<file path="src/hdl/hsfr_pkg.sv">
`timescale 1ns / 1ps
// ---------------------------------------------------------------------------
// hsfr_pkg
// Shared constants and types of the header and sum frame receiver.
// ---------------------------------------------------------------------------
package hsfr_pkg;

    localparam int PAYLOAD_BYTES = 26;
    localparam int POS_W = (PAYLOAD_BYTES > 1) ? $clog2(PAYLOAD_BYTES) : 1;
    localparam int BYTE_W = 8;
    localparam int INDEX_W = 5;
    localparam int CFG_INDEX_W = 1;

    localparam logic [CFG_INDEX_W-1:0] CFG_HEADER_FIRST = 1'b0;
    localparam logic [CFG_INDEX_W-1:0] CFG_HEADER_SECOND = 1'b1;

    localparam logic [BYTE_W-1:0] HEADER_FIRST_RESET = 8'hff;
    localparam logic [BYTE_W-1:0] HEADER_SECOND_RESET = 8'haa;

    localparam logic CMD_RX_BYTE = 1'b0;
    localparam logic CMD_READ = 1'b1;

    typedef struct packed {
        logic              wr_en;
        logic [POS_W-1:0]  wr_addr;
        logic [BYTE_W-1:0] wr_data;
        logic              commit;
    } store_ctrl_t;

endpackage

</file>
<file path="src/hdl/hsfr_parser.sv">
`timescale 1ns / 1ps
// ---------------------------------------------------------------------------
// hsfr_parser
// Frame parser: header match, payload capture and running sum check.
// ---------------------------------------------------------------------------
module hsfr_parser
(
    input  logic                         clk,
    input  logic                         rst_n,
    input  logic                         enable,
    input  logic [hsfr_pkg::BYTE_W-1:0]  rx_byte,
    input  logic [hsfr_pkg::BYTE_W-1:0]  header_first,
    input  logic [hsfr_pkg::BYTE_W-1:0]  header_second,
    output hsfr_pkg::store_ctrl_t        store_ctrl,
    output logic                         accepted,
    output logic                         rejected
);
    import hsfr_pkg::*;

    localparam logic [1:0] PH_HUNT = 2'd0;
    localparam logic [1:0] PH_SECOND = 2'd1;
    localparam logic [1:0] PH_PAYLOAD = 2'd2;
    localparam logic [1:0] PH_CHECK = 2'd3;

    localparam logic [POS_W-1:0] POS_LAST = POS_W'(PAYLOAD_BYTES - 1);
    localparam logic [POS_W-1:0] POS_END = POS_W'(PAYLOAD_BYTES);

    logic [1:0]        phase_reg;
    logic [1:0]        phase_next;
    logic [POS_W-1:0]  pos_reg;
    logic [POS_W-1:0]  pos_next;
    logic [BYTE_W-1:0] sum_reg;
    logic [BYTE_W-1:0] sum_next;

    always_comb
    begin
        phase_next = phase_reg;
        pos_next = pos_reg;
        sum_next = sum_reg;
        store_ctrl.wr_en = 1'b0;
        store_ctrl.wr_addr = pos_reg;
        store_ctrl.wr_data = rx_byte;
        store_ctrl.commit = 1'b0;
        accepted = 1'b0;
        rejected = 1'b0;
        if (enable)
        begin
            unique case (phase_reg)
                PH_HUNT:
                begin
                    if (rx_byte == header_first)
                    begin
                        phase_next = PH_SECOND;
                    end
                end
                PH_SECOND:
                begin
                    if (rx_byte == header_second)
                    begin
                        phase_next = PH_PAYLOAD;
                        pos_next = '0;
                        sum_next = '0;
                    end
                    else
                    begin
                        phase_next = PH_HUNT;
                    end
                end
                PH_PAYLOAD:
                begin
                    store_ctrl.wr_en = 1'b1;
                    sum_next = sum_reg + rx_byte;
                    pos_next = pos_reg + 1'b1;
                    if (pos_reg == POS_LAST)
                    begin
                        phase_next = PH_CHECK;
                    end
                end
                PH_CHECK:
                begin
                    if (rx_byte == sum_reg)
                    begin
                        store_ctrl.commit = 1'b1;
                        accepted = 1'b1;
                    end
                    else
                    begin
                        rejected = 1'b1;
                    end
                    phase_next = PH_HUNT;
                end
                default:
                begin
                    phase_next = PH_HUNT;
                end
            endcase
        end
    end

    always_ff @(posedge clk or negedge rst_n)
    begin
        if (!rst_n)
        begin
            phase_reg <= PH_HUNT;
            pos_reg <= '0;
            sum_reg <= '0;
        end
        else
        begin
            phase_reg <= phase_next;
            pos_reg <= pos_next;
            sum_reg <= sum_next;
        end
    end

`ifndef SYNTHESIS
    a_write_only_in_payload: assert property (@(posedge clk) disable iff (!rst_n)
        store_ctrl.wr_en |-> (phase_reg == PH_PAYLOAD))
        else $error("store write outside the payload phase");

    a_check_after_last: assert property (@(posedge clk) disable iff (!rst_n)
        (phase_reg == PH_CHECK) && !$past(phase_reg == PH_CHECK)
            |-> (pos_reg == POS_END) && ($past(pos_reg) == POS_LAST))
        else $error("checksum phase entered before the last payload byte");

    a_flags_exclusive: assert property (@(posedge clk) disable iff (!rst_n)
        !(accepted && rejected))
        else $error("frame both accepted and rejected");
`endif

endmodule

</file>
<file path="src/hdl/hsfr_store.sv">
`timescale 1ns / 1ps
// ---------------------------------------------------------------------------
// hsfr_store
// Two payload banks: one receives the frame, the other holds the committed
// copy. A commit swaps their roles.
// ---------------------------------------------------------------------------
module hsfr_store
(
    input  logic                         clk,
    input  logic                         rst_n,
    input  hsfr_pkg::store_ctrl_t        store_ctrl,
    input  logic [hsfr_pkg::POS_W-1:0]   rd_addr,
    output logic [hsfr_pkg::BYTE_W-1:0]  rd_data
);
    import hsfr_pkg::*;

    logic [BYTE_W-1:0] bank0_reg [PAYLOAD_BYTES];
    logic [BYTE_W-1:0] bank1_reg [PAYLOAD_BYTES];
    logic              sel_reg;
    logic              valid_reg;

    // Before the first commit the committed copy reads as all zero.
    always_ff @(posedge clk or negedge rst_n)
    begin
        if (!rst_n)
        begin
            sel_reg <= 1'b0;
            valid_reg <= 1'b0;
        end
        else if (store_ctrl.commit)
        begin
            sel_reg <= !sel_reg;
            valid_reg <= 1'b1;
        end
    end

    always_ff @(posedge clk)
    begin
        if (store_ctrl.wr_en && sel_reg)
        begin
            bank0_reg[store_ctrl.wr_addr] <= store_ctrl.wr_data;
        end
        if (store_ctrl.wr_en && !sel_reg)
        begin
            bank1_reg[store_ctrl.wr_addr] <= store_ctrl.wr_data;
        end
    end

    always_comb
    begin
        if (!valid_reg)
        begin
            rd_data = '0;
        end
        else if (sel_reg)
        begin
            rd_data = bank1_reg[rd_addr];
        end
        else
        begin
            rd_data = bank0_reg[rd_addr];
        end
    end

endmodule

</file>
<file path="src/hdl/header_sum_frame_receiver_core.sv">
`timescale 1ns / 1ps
// ---------------------------------------------------------------------------
// header_sum_frame_receiver_core
// Receives frames of two header bytes, a fixed payload and an 8-bit sum
// byte, keeps the last good payload and answers byte reads from it.
//
//   channel  signals                                   direction
//   in       in_valid, in_stall, command, rx_byte,     beat in
//            read_index
//   out      out_valid, out_stall, read_byte,          beat out
//            frame_accepted, frame_rejected
//   cfg      cfg_write, cfg_index, cfg_data            write only
//
// Every beat passes through the input register, then through the parser and
// the bank read into the output register.
// One beat is accepted per cycle when the output side does not stall.
// The input register and the output register together hold two beats, so a
// beat is still accepted while one finished result waits.
// Reset clears the parser, the handshake state and the committed copy, which
// reads as zero until the first good frame.
// ---------------------------------------------------------------------------
module header_sum_frame_receiver_core
(
    input  logic                              clk,
    input  logic                              rst_n,
    input  logic                              in_valid,
    output logic                              in_stall,
    input  logic                              command,
    input  logic [hsfr_pkg::BYTE_W-1:0]       rx_byte,
    input  logic [hsfr_pkg::INDEX_W-1:0]      read_index,
    output logic                              out_valid,
    input  logic                              out_stall,
    output logic [hsfr_pkg::BYTE_W-1:0]       read_byte,
    output logic                              frame_accepted,
    output logic                              frame_rejected,
    input  logic                              cfg_write,
    input  logic [hsfr_pkg::CFG_INDEX_W-1:0]  cfg_index,
    input  logic [hsfr_pkg::BYTE_W-1:0]       cfg_data
);
    import hsfr_pkg::*;

    logic [BYTE_W-1:0]  header_first_reg;
    logic [BYTE_W-1:0]  header_second_reg;

    logic               s1_valid_reg;
    logic               s1_command_reg;
    logic [BYTE_W-1:0]  s1_byte_reg;
    logic [INDEX_W-1:0] s1_index_reg;

    logic               out_valid_reg;
    logic [BYTE_W-1:0]  read_byte_reg;
    logic               accepted_reg;
    logic               rejected_reg;

    logic               advance;
    logic               parse_en;
    logic               in_range;
    logic [BYTE_W-1:0]  read_byte_next;
    logic               accepted;
    logic               rejected;
    logic [BYTE_W-1:0]  rd_data;
    store_ctrl_t        store_ctrl;

    assign advance = s1_valid_reg && (!out_valid_reg || !out_stall);
    assign in_stall = s1_valid_reg && !advance;
    assign parse_en = advance && (s1_command_reg == CMD_RX_BYTE);
    assign in_range = (32'(s1_index_reg) < 32'(PAYLOAD_BYTES));
    assign read_byte_next = ((s1_command_reg == CMD_READ) && in_range) ? rd_data : '0;

    always_ff @(posedge clk or negedge rst_n)
    begin
        if (!rst_n)
        begin
            header_first_reg <= HEADER_FIRST_RESET;
            header_second_reg <= HEADER_SECOND_RESET;
        end
        else if (cfg_write)
        begin
            unique case (cfg_index)
                CFG_HEADER_FIRST:  header_first_reg <= cfg_data;
                CFG_HEADER_SECOND: header_second_reg <= cfg_data;
                default:           header_first_reg <= header_first_reg;
            endcase
        end
    end

    always_ff @(posedge clk or negedge rst_n)
    begin
        if (!rst_n)
        begin
            s1_valid_reg <= 1'b0;
            out_valid_reg <= 1'b0;
        end
        else
        begin
            if (!in_stall)
            begin
                s1_valid_reg <= in_valid;
            end
            if (advance)
            begin
                out_valid_reg <= 1'b1;
            end
            else if (!out_stall)
            begin
                out_valid_reg <= 1'b0;
            end
        end
    end

    always_ff @(posedge clk)
    begin
        if (in_valid && !in_stall)
        begin
            s1_command_reg <= command;
            s1_byte_reg <= rx_byte;
            s1_index_reg <= read_index;
        end
        if (advance)
        begin
            read_byte_reg <= read_byte_next;
            accepted_reg <= accepted;
            rejected_reg <= rejected;
        end
    end

    hsfr_parser u_parser
    (
        .clk           (clk),
        .rst_n         (rst_n),
        .enable        (parse_en),
        .rx_byte       (s1_byte_reg),
        .header_first  (header_first_reg),
        .header_second (header_second_reg),
        .store_ctrl    (store_ctrl),
        .accepted      (accepted),
        .rejected      (rejected)
    );

    hsfr_store u_store
    (
        .clk        (clk),
        .rst_n      (rst_n),
        .store_ctrl (store_ctrl),
        .rd_addr    (POS_W'(s1_index_reg)),
        .rd_data    (rd_data)
    );

    assign out_valid = out_valid_reg;
    assign read_byte = read_byte_reg;
    assign frame_accepted = accepted_reg;
    assign frame_rejected = rejected_reg;

`ifndef SYNTHESIS
    a_stall_needs_item: assert property (@(posedge clk) disable iff (!rst_n)
        in_stall |-> s1_valid_reg && out_valid_reg && out_stall)
        else $error("input stalled without a waiting result");

    a_advance_fills_output: assert property (@(posedge clk) disable iff (!rst_n)
        advance |=> out_valid_reg)
        else $error("advanced beat did not reach the output register");

    a_flags_mean_no_read: assert property (@(posedge clk) disable iff (!rst_n)
        out_valid_reg && (accepted_reg || rejected_reg) |-> (read_byte_reg == '0))
        else $error("frame flag raised on a read result");

    a_reads_skip_parser: assert property (@(posedge clk) disable iff (!rst_n)
        advance && (s1_command_reg == CMD_READ) |-> !store_ctrl.wr_en && !store_ctrl.commit)
        else $error("read beat changed the payload store");
`endif

endmodule
</file>
<file path="config.mk">
export PLATFORM = sky130hd
export DESIGN_NAME = header_sum_frame_receiver_core
export DESIGN_NICKNAME = d
export VERILOG_FILES = /design/src/hdl/hsfr_pkg.sv /design/src/hdl/hsfr_parser.sv /design/src/hdl/hsfr_store.sv /design/src/hdl/header_sum_frame_receiver_core.sv
export SDC_FILE = /design/constraint.sdc
export NUM_CORES = 1
export LEC_CHECK = 0
export BUFFER_PORTS_ARGS = -buffer_cell sky130_fd_sc_hd__buf_2
export CAP_MARGIN = 20
export CORE_MARGIN = 10
export CORE_UTILIZATION = 40
export CTS_BUF_LIST = sky130_fd_sc_hd__clkbuf_8
export DETAILED_ROUTE_END_ITERATION = 7
export MAX_ROUTING_LAYER = met4
export PLACE_DENSITY = 0.61
export SLEW_MARGIN = 20
export SYNTH_ARGS = -nofsm -noshare
export SYNTH_HDL_FRONTEND = slang
export SYNTH_SLANG_ARGS = --single-unit
</file>
<file path="constraint.sdc">
create_clock -name clk -period 2.9 [get_ports clk]
set_input_delay 0 -clock clk [delete_from_list [all_inputs] [get_ports clk]]
set_output_delay 0 -clock clk [all_outputs]
set_load 0.005 [all_outputs]
</file>
**Word level (Yosys, flattened, before mapping)**

Memory sizes are Yosys's and may differ from the RTL's. A register that Yosys moved wholly into a read port is not among the register bits.
Cells that the tools add are included.

- Memory bits (writable): 416
- Memories: 2
- Output and inout bits: 12
- Flip-flop bits (word level): 59

Memories:

| name | depth | bits a word | read ports | clocked after memory_dff | wr ports | line | RTL |
|---|---|---|---|---|---|---|---|
| u_store.bank0_reg | 26 | 8 | 1 | 1 | 1 | hsfr_store.sv:17 | `logic [BYTE_W-1:0] bank0_reg [PAYLOAD_BYTES];` |
| u_store.bank1_reg | 26 | 8 | 1 | 1 | 1 | hsfr_store.sv:18 | `logic [BYTE_W-1:0] bank1_reg [PAYLOAD_BYTES];` |

- $lt $le $gt $ge: 1
- Muxes and demuxes: 23
- Add/sub/neg operators: 2
- Equality and inequality tests: 11
- Bitwise logic cells: 2
- Reduce and logical (&&, ||, !) cells: 21

Operators with widths:

| cell | count |
|---|---|
| == test 8 bit | 3 |
| 2-to-1 mux 8 bit | 2 |
| case mux 8 bit (2 select lines) | 1 |
| 2-to-1 mux 5 bit | 3 |
| 2-to-1 mux 1 bit | 12 |
| case mux 5 bit (2 select lines) | 1 |
| adder 8 bit | 1 |
| inequality test 2 x 1 -> 1 bit (second input constant) | 4 |
| case mux 2 bit (4 select lines) | 1 |
| AND reduction 2 bit | 4 |
| logical AND 1 bit | 7 |
| 2-to-1 mux 2 bit | 3 |
| AND reduction 3 bit | 2 |
| adder 5 x 1 -> 5 bit (second input constant) | 1 |
| == test 5 bit (second input constant) | 1 |
| logical NOT 1 bit | 5 |
| < comparator 5 bit (second input constant) | 1 |
| == test 2 bit (second input constant) | 2 |
| == test 2 x 1 -> 1 bit (second input constant) | 1 |
| logical NOT 2 bit | 1 |
| NOT 1 bit | 2 |
| nonzero test 2 bit | 1 |
| logical OR 1 bit | 1 |

**Longest topological paths before layout**

- Depth in word-level cells: 8
- Mapped depth: 9

**By module**

From an unflattened synthesis, not the netlist that was laid out.

- Cell total of the unflattened synthesis: 1057
- Area, all modules: 19321.0 um^2

Modules (own cells, without submodules):

| module | cells each | instances | seq. area each (um^2) | area an instance (um^2) |
|---|---|---|---|---|
| hsfr_store | 840 | 1 | 12542.0 | 16482.1 |
| header_sum_frame_receiver_core | 79 | 1 | 1186.1 | 1531.5 |
| hsfr_parser | 138 | 1 | 375.4 | 1307.5 |

**Least setup slack after synthesis**

Ideal clock, no wire load.

- Path kind: reg2reg
- Start point: register out_valid_reg, in the netlist out_valid
- End point: memory u_store.bank1_reg[25][0] (enable)
- Arrival time: 2.354 ns
- Path slack: 0.163 ns
- Data required time: 2.517 ns
- Setup time: 0.383 ns
- Stages on the path, launching flop included: 6
- Buffers on the path: 2
- Path through: dfrtp_1 -> a21boi_2 -> or4b_1 -> clkbuf_1 -> clkbuf_1 -> nor3_1

- Word-level cells in the longest chain between the ends: 8

Ends and longest elaborated chain:

| item | line | RTL |
|---|---|---|
| start: declaration | header_sum_frame_receiver_core.sv:50 | `logic out_valid_reg;` |
| start signal: assignment | header_sum_frame_receiver_core.sv:92 | `out_valid_reg <= 1'b0;` |
| start signal: assignment | header_sum_frame_receiver_core.sv:102 | `out_valid_reg <= 1'b1;` |
| start signal: assignment | header_sum_frame_receiver_core.sv:106 | `out_valid_reg <= 1'b0;` |
| logical NOT 1 bit | header_sum_frame_receiver_core.sv:64 | `assign advance = s1_valid_reg && (!out_valid_reg \|\| !out_stall);` |
| logical OR 1 bit | header_sum_frame_receiver_core.sv:64 |  |
| logical AND 1 bit | header_sum_frame_receiver_core.sv:64 |  |
| via advance | header_sum_frame_receiver_core.sv:55 | `logic advance;` |
| logical AND 1 bit | header_sum_frame_receiver_core.sv:66 | `assign parse_en = advance && (s1_command_reg == CMD_RX_BYTE);` |
| 2-to-1 mux 1 bit | hsfr_parser.sv:46 | `if (enable)` |
| logical AND 1 bit | hsfr_store.sv:43 | `if (store_ctrl.wr_en && !sel_reg)` |
| 2-to-1 mux 1 bit | hsfr_store.sv:43 |  |
| 2-to-1 mux 1 bit (implied by the code) | hsfr_store.sv:45 | `bank1_reg[store_ctrl.wr_addr] <= store_ctrl.wr_data;` |
| end: declaration | hsfr_store.sv:18 |  |

The timed path passes the listed nets, and every way through them passes these cells.

==> impl_metrics.toml <==
[outcome]
outcome = "completed"

[setup_path]
setup_slack_on_the_worst_flop_to_flop_path_ns = 0.20
setup.worst_path.class = "reg -> reg"
critical_path.reg2reg.endpoint = "read_byte[4]$_SDFFCE_PN0P_"
reg2reg_depth = 6
critical_path.n_buffers_inverters = 1
slowest_stage = "sky130_fd_sc_hd__dfxtp_4"
crit_end_category = "flop"
cp.required_ns = 3.22
crit_cells = 6
top_family_by_delay_on_critical_path = "multiplexers"
worst-path-max-fanout = 17
timing.critical_path.to = "read_byte[4]$_SDFFCE_PN0P_"
critPathArrivalTime_ns = 3.03
crit_path_start_kind = "flop"
path_cells = "buf_4 -> mux4_2 -> mux2i_1 -> o22ai_1 -> a221oi_1 -> nand3_1"
cp_slowest_stage_delay_ns = 0.60

[logic_synthesis]
synth.yosys.seq_area_share_pct = 74.8
postSynthNetCount = 973
synth_area_per_cell_um2 = 20.4
flip_flop_cell_with_the_highest_count_after_synthesis = "sky130_fd_sc_hd__edfxtp_1"
share_of_async_settable_or_async_resettable_flops_after_synthesis_pct = 7.29
edff_count_synth = 440
ys_types = 49
post_synth_inst_count = 933
postSynthRegisterBits = 480
yosys_warnings = 0
mappedNetlistArea_um2 = 19000

[sta]
final-max-slew-violation-count = 0
finalHoldViolations = 0
grt_setup_unrepaired = "false"
fmaxAchievable_mhz = 370
worstMarginPinSlew_ns = 0.803
min_cycle_time_layout_ns = 2.70
fin_tns_setup_ns = 0
period_share_pct = 93.2
finalSetupViolations = 0
slew-limit-headroom_pct = 46.4
fin_skew_ns = 0.0260

[grt]
largest_net_degree_at_the_start_of_global_routing = 55
first_global_vias = 10211
grt_overflow_total = 0
gr-usage-all-layers_pct = 15.7
antenna_violations_before_repair = 0
grt_pass1_wl_um = 64700

[route]
routed_wire_length_per_instance_um = 23.3
total_detailed_routing_wirelength_um = 42000
avgViaCountPerCell = 5.29
detailedRoute.firstPassIterationCount = 5
drcViolationCount = 0
route.antenna.remaining_nets = 0
drt_iter0_drc = 956
routed_via_count = 9545

[power_and_ir_drop]
design_power_total_w = 0.0150
ir_drop_mv = 0.372
share_comb_of_total_power_pct = 10.8
switchingPower_w = 0.00364
power.clock.fraction_pct = 36.0
cellLeakagePower_nw = 7.58
power.share.sequential_pct = 53.3
p_sw_share_pct = 24.2
cellPowerDensity_nw_per_um2 = 675
power.internal_w = 0.0114

[final_layout]
final_cells = 1803
layout.core_utilization_pct = 47.6
area_taken_by_multi_input_logic_gates_um2 = 4540
final_common_cell = "sky130_fd_sc_hd__edfxtp_1"
layout.nets = 1176
post_route_cells_drive_above_1_share_pct = 32.6
seq_area_um2 = 14200
num_antenna_cells = 0
layout_common_cells = "sky130_fd_sc_hd__edfxtp_1, sky130_fd_sc_hd__mux4_2, sky130_fd_sc_hd__buf_4"
num-fill-cells = 3852
area_growth_syn_to_layout_pct = 17.2

[floorplanning]
top_level_i_o_count = 40
die_area_um2 = 56600
die_w_um = 238
start_util_pct = 40.6
coreArea_um2 = 46800
num_rows = 79
die_y_um = 238

[clocking]
cts.sink_count = 480
clk_lat_worst_skew_ns = 0.62
cts.htree.levels = 3
clock_path_buffers = 3
cts_tree = "done"
post_cts.repair.setup_buffers = 0
worst_setup_hold_path_clk_slew_ns = 0.06
clock_tree.root_cell = "sky130_fd_sc_hd__clkbuf_8"
number_of_cts_inserted_buffers = 79

[placed_design]
count_of_buffers_from_port_buffering = 39
place.detailed.hpwl_um = 26900
place.gp.congestion = 0.805
cell_total_after_placement = 1628

[flow_run]
drv_cap = 0

[hold_path]
worst_hold_path_type = "in -> reg"
[power by group through the flow]
stage	clock network, W	logic (W)	registers (W)
3_3_place_gp	0	0.00157	0.00813
3_5_place_dp	0	0.00159	0.00814
6_report	0.00540	0.00162	0.00800
4_1_cts	0.00554	0.00164	0.00800
5_1_grt	0.00589	0.00178	0.00802
2_1_floorplan	0	0.00113	0.00808
[how the worst min path moves through the flow]
stage                           from                          endpoint  slack, ns  depth (start not counted)
after global routing      rx_byte[2]          s1_byte_reg[2]$_DFFE_PN_       0.08                          2
after detailed placement       rst_n  header_second_reg[4]$_DFFE_PN0P_       0.14                          1
after floorplan                rst_n                         async pin      -0.30                          0
after global placement         rst_n  header_second_reg[4]$_DFFE_PN0P_       0.13                          1
after CTS                 rx_byte[2]          s1_byte_reg[2]$_DFFE_PN_       0.05                          2
final                     rx_byte[1]          s1_byte_reg[1]$_DFFE_PN_       0.10                          2
[layout make-up]
type | instances | share of cell area [%]
sequential | 480 | 63.9
timing repair buffer | 163 | 5.73
multi-input combinational | 405 | 20.4
inverter | 7 | 0.118
tap | 607 | 3.41
clock inverter | 58 | 1.32
clock buffer | 83 | 5.14
[cell families (layout without fill, tap and decap cells)]
group / Yosys count / in the layout / share of synthesized area, %
mux: 164 / 164 / 16.3
xor+xnor: 26 / 26 / 1.20
flops: 480 / 480 / 74.8
buf+inv: 48 / 311 / 1.34
compound gates: 39 / 39 / 1.40
simple gates: 164 / 164 / 4.16
fa+ha+maj: 12 / 12 / 0.830
[through the flow]
stage          cell area [µm²]  setup WS, ns  hold slack [ns]
2_1_floorplan            19000         0.163           -0.296
3_3_place_gp             20500         0.223            0.130
3_5_place_dp             20500         0.211            0.140
4_1_cts                  22200         0.210           0.0486
5_1_grt                  22200        0.0435           0.0772
6_report                 22200         0.197            0.103
[repair_timing]
| action | 4_1_cts | 5_1_grt |
|---|---|---|
| gates resized for setup | 0 | 0 |
| hold endpoints to repair | 83 | 0 |
| hold buffers | 34 | 0 |
[synthesized netlist by cell type (7+ instances only)]
cell type / number / area (µm²)
sky130_fd_sc_hd__a221oi_1: 7 / 61.3
sky130_fd_sc_hd__buf_2: 9 / 45.0
sky130_fd_sc_hd__buf_4: 7 / 52.6
sky130_fd_sc_hd__clkbuf_1: 16 / 60.1
sky130_fd_sc_hd__dfrtp_1: 23 / 576
sky130_fd_sc_hd__dfstp_2: 12 / 315
sky130_fd_sc_hd__edfxtp_1: 440 / 13200
sky130_fd_sc_hd__ha_1: 11 / 138
sky130_fd_sc_hd__mux2_2: 35 / 394
sky130_fd_sc_hd__mux2i_1: 17 / 170
sky130_fd_sc_hd__mux4_2: 112 / 2520
sky130_fd_sc_hd__nand2_1: 26 / 97.6
sky130_fd_sc_hd__nand2b_1: 10 / 62.6
sky130_fd_sc_hd__nand3_1: 26 / 130
sky130_fd_sc_hd__nor2_1: 62 / 233
sky130_fd_sc_hd__o21ai_0: 8 / 40.0
sky130_fd_sc_hd__o22ai_1: 7 / 43.8
sky130_fd_sc_hd__xor2_1: 20 / 175
[metal layers]
layer | vias up | track usage, % | routed length [µm]
met5 | - | - | 0
met4 | 0 | 5.07 | 869
met3 | 67 | 3.60 | 2320
met2 | 307 | 23.2 | 19600
met1 | 4955 | 21.2 | 19200
li1 | 4216 | - | -
Power figures use the tool's default switching activity.
